==> src/hdl/mvsp_pkg.sv <==
`default_nettype none
package mvsp_pkg;

  // Fixed configuration of the player.
  localparam int PADS             = 32;
  localparam int FRAMES_PER_VOICE = 4096;
  localparam int SAMPLE_BITS      = 16;

  localparam int NUM_VOICES  = PADS + 1;
  localparam int VOICE_W     = $clog2(NUM_VOICES);
  localparam int CNT_W       = $clog2(NUM_VOICES + 1);
  localparam int POS_W       = $clog2(FRAMES_PER_VOICE + 1);
  localparam int FRAME_W     = $clog2(FRAMES_PER_VOICE);
  localparam int SUM_W       = SAMPLE_BITS + CNT_W;
  localparam int STORE_DEPTH = NUM_VOICES * FRAMES_PER_VOICE;
  localparam int ADDR_W      = $clog2(STORE_DEPTH);

  // The divider works on the left and right sums side by side.
  localparam int LANES      = 2;
  localparam int LANE_L     = 0;
  localparam int LANE_R     = 1;
  localparam int DIV_STEP_W = $clog2(SUM_W);

  localparam logic [3:0] MIDI_NOTE_ON = 4'h9;

  typedef enum logic [2:0] {
    MODE_BEGIN   = 3'd0,
    MODE_FRAME   = 3'd1,
    MODE_END     = 3'd2,
    MODE_MIDI    = 3'd3,
    MODE_RESTART = 3'd4,
    MODE_TICK    = 3'd5
  } mode_e;

endpackage
`default_nettype wire

==> src/hdl/mvsp_div.sv <==
`default_nettype none
module mvsp_div
  import mvsp_pkg::*;
(
  input  logic                            clk_i,
  input  logic                            rst_ni,
  input  logic                            start_i,
  input  logic [LANES-1:0][SUM_W-1:0]     num_i,
  input  logic [CNT_W-1:0]                den_i,
  output logic                            done_o,
  output logic [LANES-1:0][SUM_W-1:0]     quo_o
);

  logic                          busy_q;
  logic                          done_q;
  logic [DIV_STEP_W-1:0]         step_q;
  logic [CNT_W-1:0]              den_q;
  logic [LANES-1:0]              neg_q;
  logic [LANES-1:0][SUM_W-1:0]   dq_q;
  logic [LANES-1:0][CNT_W-1:0]   rem_q;
  logic [LANES-1:0][SUM_W-1:0]   quo_q;

  logic [LANES-1:0][CNT_W:0]     rem_sh;
  logic [LANES-1:0]              fits;
  logic [LANES-1:0][CNT_W-1:0]   rem_nx;
  logic [LANES-1:0][SUM_W-1:0]   dq_nx;
  logic                          last_step;

  // One quotient bit per lane and cycle, restoring form on magnitudes.
  always_comb begin
    for (int k = 0; k < LANES; k++) begin
      rem_sh[k] = {rem_q[k], dq_q[k][SUM_W-1]};
      fits[k]   = rem_sh[k] >= {1'b0, den_q};
      rem_nx[k] = fits[k] ? CNT_W'(rem_sh[k] - {1'b0, den_q}) : rem_sh[k][CNT_W-1:0];
      dq_nx[k]  = {dq_q[k][SUM_W-2:0], fits[k]};
    end
  end

  assign last_step = !start_i && busy_q && (step_q == DIV_STEP_W'(SUM_W - 1));

  always_ff @(posedge clk_i or negedge rst_ni) begin
    if (!rst_ni) begin
      busy_q <= 1'b0;
      done_q <= 1'b0;
      step_q <= '0;
      den_q  <= '0;
      neg_q  <= '0;
      dq_q   <= '0;
      rem_q  <= '0;
      quo_q  <= '0;
    end else begin
      done_q <= last_step;
      if (start_i) begin
        busy_q <= 1'b1;
        step_q <= '0;
        den_q  <= den_i;
        for (int k = 0; k < LANES; k++) begin
          neg_q[k] <= num_i[k][SUM_W-1];
          dq_q[k]  <= num_i[k][SUM_W-1] ? SUM_W'(-num_i[k]) : num_i[k];
          rem_q[k] <= '0;
        end
      end else if (busy_q) begin
        step_q <= step_q + DIV_STEP_W'(1);
        for (int k = 0; k < LANES; k++) begin
          dq_q[k]  <= dq_nx[k];
          rem_q[k] <= rem_nx[k];
        end
        if (last_step) begin
          busy_q <= 1'b0;
          for (int k = 0; k < LANES; k++) begin
            quo_q[k] <= neg_q[k] ? SUM_W'(-dq_nx[k]) : dq_nx[k];
          end
        end
      end
    end
  end

  assign done_o = done_q;
  assign quo_o  = quo_q;

endmodule
`default_nettype wire

==> config.mk <==
export PLATFORM = sky130hd
export DESIGN_NAME = mvsp_div
export DESIGN_NICKNAME = d
export VERILOG_FILES = /design/src/hdl/mvsp_pkg.sv /design/src/hdl/mvsp_div.sv
export SDC_FILE = /design/constraint.sdc
export NUM_CORES = 1
export LEC_CHECK = 0
export ABC_CLOCK_PERIOD_IN_PS = 4000
export BUFFER_PORTS_ARGS = -buffer_cell sky130_fd_sc_hd__buf_2
export CAP_MARGIN = 20
export CORE_UTILIZATION = 35
export DETAILED_ROUTE_END_ITERATION = 16
export HOLD_SLACK_MARGIN = 0.05
export MAX_ROUTING_LAYER = met4
export PLACE_DENSITY_LB_ADDON = 0.1
export SYNTH_ARGS = -nofsm -noshare
export SYNTH_HDL_FRONTEND = slang
export SYNTH_SLANG_ARGS = --single-unit
==> constraint.sdc <==
create_clock -name clk_i -period 4 [get_ports clk_i]
set_clock_uncertainty 0.2 [all_clocks]
set_input_delay 0.2 -clock clk_i [delete_from_list [all_inputs] [get_ports clk_i]]
set_output_delay 0.2 -clock clk_i [all_outputs]
set_load 0.1 [all_outputs]
After elaboration in Yosys (flattened, before gate mapping)

Cells that the tools add are included.

Reductions and logical operators: 5
$add $sub $neg: 7
Equality and inequality tests: 1
Bitwise logic cells: 1
Mux-type cells: 15
Magnitude comparators: 2

Operators with widths:

| cell                | count |
|---|---|
| $mux 22             | 4 |
| $mux 44             | 2 |
| $neg 22->22         | 4 |
| $mux 12             | 2 |
| $ge 7x6->1          | 2 |
| $mux 6              | 2 |
| $sub 6x6->6         | 2 |
| $mux 5              | 2 |
| $add 5x1->5 const B | 1 |
| $eq 5x5->1 const B  | 1 |
| $mux 1              | 3 |
| $reduce_and 3->1    | 1 |
| $logic_and 1x1->1   | 2 |
| $reduce_bool 2->1   | 1 |
| $logic_not 1->1     | 1 |
| $not 1->1           | 1 |

Flip-flop bits (word level): 115
Bits of input ports: 53
Logic and storage cells: 42
Output and inout port bits: 45

Depth between registers and ports, before layout

Word-level depth: 6
Depth in mapped cells: 13
Depth with buffers taken out: 12

Worst setup path before layout

OpenSTA, ideal clock, no wires.

Kind: reg-to-reg
Start point: register rem_q[3] (netlist name)
End point: register quo_q, in the netlist quo_o[18]
Setup time: 131 ps
Setup slack: 594 ps
Period minus slack after synthesis: 3,406 ps
Data required time: 3,669 ps
Stages on the path, launching flop included: 13
Data arrival time: 3,075 ps
Buffers on the path: 1
Cell sequence: dfrtp_1 > ha_1 > a21o_1 > a211o_1 > a41o_1 > inv_1 > clkbuf_1 > ha_1 > nand3_1 > or4b_1 > o41ai_2 > xor2_1 > o21ai_1

Cells in the longest elaborated chain, start to end: 3

Ends and longest elaborated chain:

| element                           | RTL line       | source |
|---|---|---|
| from (decl)                       | mvsp_div.sv:20 | `logic [LANES-1:0][CNT_W-1:0] rem_q;` |
| from (signal, indexed assignment) | mvsp_div.sv:66 | `rem_q[k] <= rem_nx[k];` |
| $ge 7x6->1                        | mvsp_div.sv:33 | `fits[k] = rem_sh[k] >= {1'b0, den_q};` |
| $neg 22->22                       | mvsp_div.sv:71 | `quo_q[k] <= neg_q[k] ? SUM_W'(-dq_nx[k]) : dq_nx[k];` |
| $mux 22                           | mvsp_div.sv:71 |  |
| to (signal, indexed assignment)   | mvsp_div.sv:71 |  |
| to (decl)                         | mvsp_div.sv:21 | `logic [LANES-1:0][SUM_W-1:0] quo_q;` |

Every way passes these cells.
A chain may end at the register's enable or synchronous reset.

Worst setup path after layout

Ends and elaborated chain as after synthesis.

==> summary.txt <==
ant diodes: 0
total negative setup slack: 0 ns
global-route wire length before repair: 31.2 mm
# DRC: 0
Max Cap Viol: 0
synthesized instance count: 783
final net count: 989
largest family of logic cells by synthesized area: compound AO/OA/AOI/OAI gates
Avg Cell Area, Syn: 9.04 um^2
mux cell area share after synthesis: 4.14%
Pins Over Slew Limit: 0
antenna violations before repair: 0
CTS Buf Count: 17
Worst Path Required: 4.07 ns
area share of the largest cell type after synthesis: 40.6%
count leader, synth: dfrtp_1
slowest stage delay, CP: 0.58 ns
core area: 0.0197 mm^2
H-tree levels: 4
CTS Root Buffer Type: clkbuf_16
Clock Tree Buf Depth: 2
cell area after synthesis: 0.00708 mm^2
critical path startpoint category: flop
Least-Margin Pin Slew: 1.09 ns
fmax: 304 MHz
Commonest cells post-synth: 115 x dfrtp_1, 106 x nand2_1, 74 x o21ai_0
Setup Fix Bufs, Post-CTS: 0
Initial Util: 36.0%
Synth Net Count: 858
Min-Delay Path Class: input port to flop
final core utilization: 45.7%
Vias/cell: 5.09
Final min period: 3.28 ns
row cnt: 51
worst vdd ir: 0.309 mV
kind of cell adding the most delay to the critical path: compound AO/OA/AOI/OAI gates
Unique masters post-synth: 57
Slew HR: 27.5%
synth top area cells: dfrtp_1 41%, xor2_1 6.2%, nand2_1 5.6%
CTS tree: yes
post-synthesis sequential area ratio: 40.6%
status: complete, no violations
clk slew on worst S/H paths: 0.06 ns
port bufs: 97
drt pass-1 iters: 8
Total GRT Usage: 20.0%
I/O Pins: 98
die extent in y: 144 um
initial DRC count: 351
EDFF count, synth: 0
drt wl/cell: 16.1 um
RSZ-0062 raised after global routing: false
CP Capture Type: flop
XOR/XNOR Fraction of Synth Area: 10.9%
fillers: 2,012
largest net degree at the start of global routing: 99
Compound-Gate Fraction of Synth Area: 20.1%
GP Congestion: 0.882
CP Class: flop to flop
post-synth top area cell: dfrtp_1
ys flop type: dfrtp_1
worst-path cell chain: ha_1 > a21o_1 > a211o_1 > a41o_1 > inv_1 > ha_1 > nand3_1 > or4b_1 > o41ai_2 > xor2_1 > o21ai_1
width of the chip: 144 um
simple-gate share of the synthesized area: 16.1%
Synth Area in Adders: 4.10%
Worst path slowest cell: or4b_1
Num Clock Sinks: 115
worst-skew pair later-pin latency: 0.42 ns
Setup Viol. Count Final: 0
Synth-to-Final Area Change: 26.9%
DIE AREA: 0.0208 mm^2
Crit Path Max Fanout: 4
YS warnings: 0
Critical Path AT: 3.35 ns
vias in the first global route: 5,985
via count: 6,068
CTS Hold Buffers Added: 54
post-detail-place hpwl: 13.3 mm
PostCTS Resize Cnt: 0
PwrDens: 512 mW/mm^2
critical path's most frequent cell: ha_1
P_leak: 4.07 nW
share of layout cells above drive strength 1: 17.0%
Yosys reg bits: 115
asr flop ratio synth: 100%
DRT Wirelength: 19.2 mm
GR Overflow Total: 0
Tcrit/Tclk final: 82.1%
antenna-violating nets left: 0
final hold viol count: 0
critical path buffer and inverter count: 1
==> cell families (layout without fill, tap and decap cells) <==
family          count (synthesis)  after routing
simple gates                  229            229
compound gates                225            225
flops                         115            115
xor+xnor                       88             88
buf+inv                        75            219
mux                            29             29
fa+ha+maj                      22             22
==> final cells by class <==
cell class                      instances  area [um^2]  share of cell area (%)
Multi-Input combinational cell        593         3930                    43.7
Clock inverter                         14          203                    2.26
Sequential cell                       115         2880                    32.1
Tap cell                              265          332                    3.69
Timing Repair Buffer                  160         1100                    12.2
Inverter                               27          101                    1.13
Clock buffer                           18          439                    4.89
==> where the power goes <==
group	internal, mW	switching [mW]
registers	1.31	0.197
clock network	1.07	0.594
logic	0.563	0.873
total	2.94	1.66
==> worst min-delay path, delay by kind of cell <==
kind / cells / cell delay (ns)
AOI/OAI and AO/OA: 1 / 0.08
and+or+nand+nor: 1 / 0.12
buffers and inverters: 1 / 0.25
==> metal layers <==
layer | share of wire (%) | up-vias | track usage [%] | wire [um]
li1 | - | 3034 | - | -
met1 | 51 | 2872 | 27.6 | 9720
met2 | 44 | 141 | 29.8 | 8390
met3 | 4.5 | 21 | 3.97 | 861
met4 | 1.0 | 0 | 5.54 | 192
met5 | 0 | - | - | 0
==> layout by cell type (no fill, tap or decap), types with 5 or more instances in the layout <==
cell type / synthesis / final
clkbuf_16: 0 / 17
mux2i_1: 27 / 27
o41ai_1: 10 / 10
o21ai_1: 20 / 20
or4_1: 6 / 6
or3_1: 9 / 8
ha_1: 20 / 20
xor2_1: 50 / 50
nor2b_1: 21 / 21
a21o_1: 6 / 6
o21ai_0: 74 / 74
a31oi_1: 5 / 5
a21oi_1: 39 / 39
inv_1: 26 / 26
nor2_1: 36 / 36
buf_4: 0 / 11
a211oi_1: 26 / 26
o31ai_1: 19 / 19
nand3_1: 6 / 6
clkinv_4: 0 / 6
dfrtp_1: 115 / 114
nand2b_1: 6 / 6
nand2_1: 106 / 106
xnor2_1: 38 / 38
buf_2: 2 / 95
nand4_1: 8 / 8
nor3_1: 8 / 8
dlygate4sd3_1: 0 / 54
==> state kept, by name (all words and copies together), names as in the netlist <==
name,flops
rem_q,12
neg_q,2
busy_q,1
den_q,6
done_o,1
quo_o,44
dq_nx,42
step_q,5
dq_q,2
==> final timing paths <==
path                       depth (start not counted)  slack, ns      start         to
max                                               11       0.72   rem_q[3]  quo_o[18]
min                                                3       0.08  num_i[21]   neg_q[0]
max reg2reg                                       11       0.72   rem_q[3]  quo_o[18]
min reg2reg                                        2       0.27  quo_o[22]  quo_o[22]
max in group asynchronous                          3       2.42     rst_ni  dq_nx[10]
min in group asynchronous                          2       0.24     rst_ni  quo_o[34]
==> through the flow <==
| stage | power (mW) | hold slack, ns | instances | worst slack (ns) | area [um^2] |
|---|---|---|---|---|---|
| 3_5_place_dp | 2.91 | 0.165 | 1106 | 0.718 | 7800 |
| 6_report | 4.60 | 0.0756 | 1192 | 0.715 | 8980 |
| 4_1_cts | 4.64 | 0.0565 | 1192 | 0.698 | 8980 |
| 3_3_place_gp | 2.90 | 0.153 | 1106 | 0.788 | 7800 |
| 5_1_grt | 4.88 | 0.134 | 1192 | 0.451 | 8980 |
| 2_1_floorplan | 2.49 | -0.296 | 783 | 0.594 | 7080 |
(Power assumes the default switching activity.)
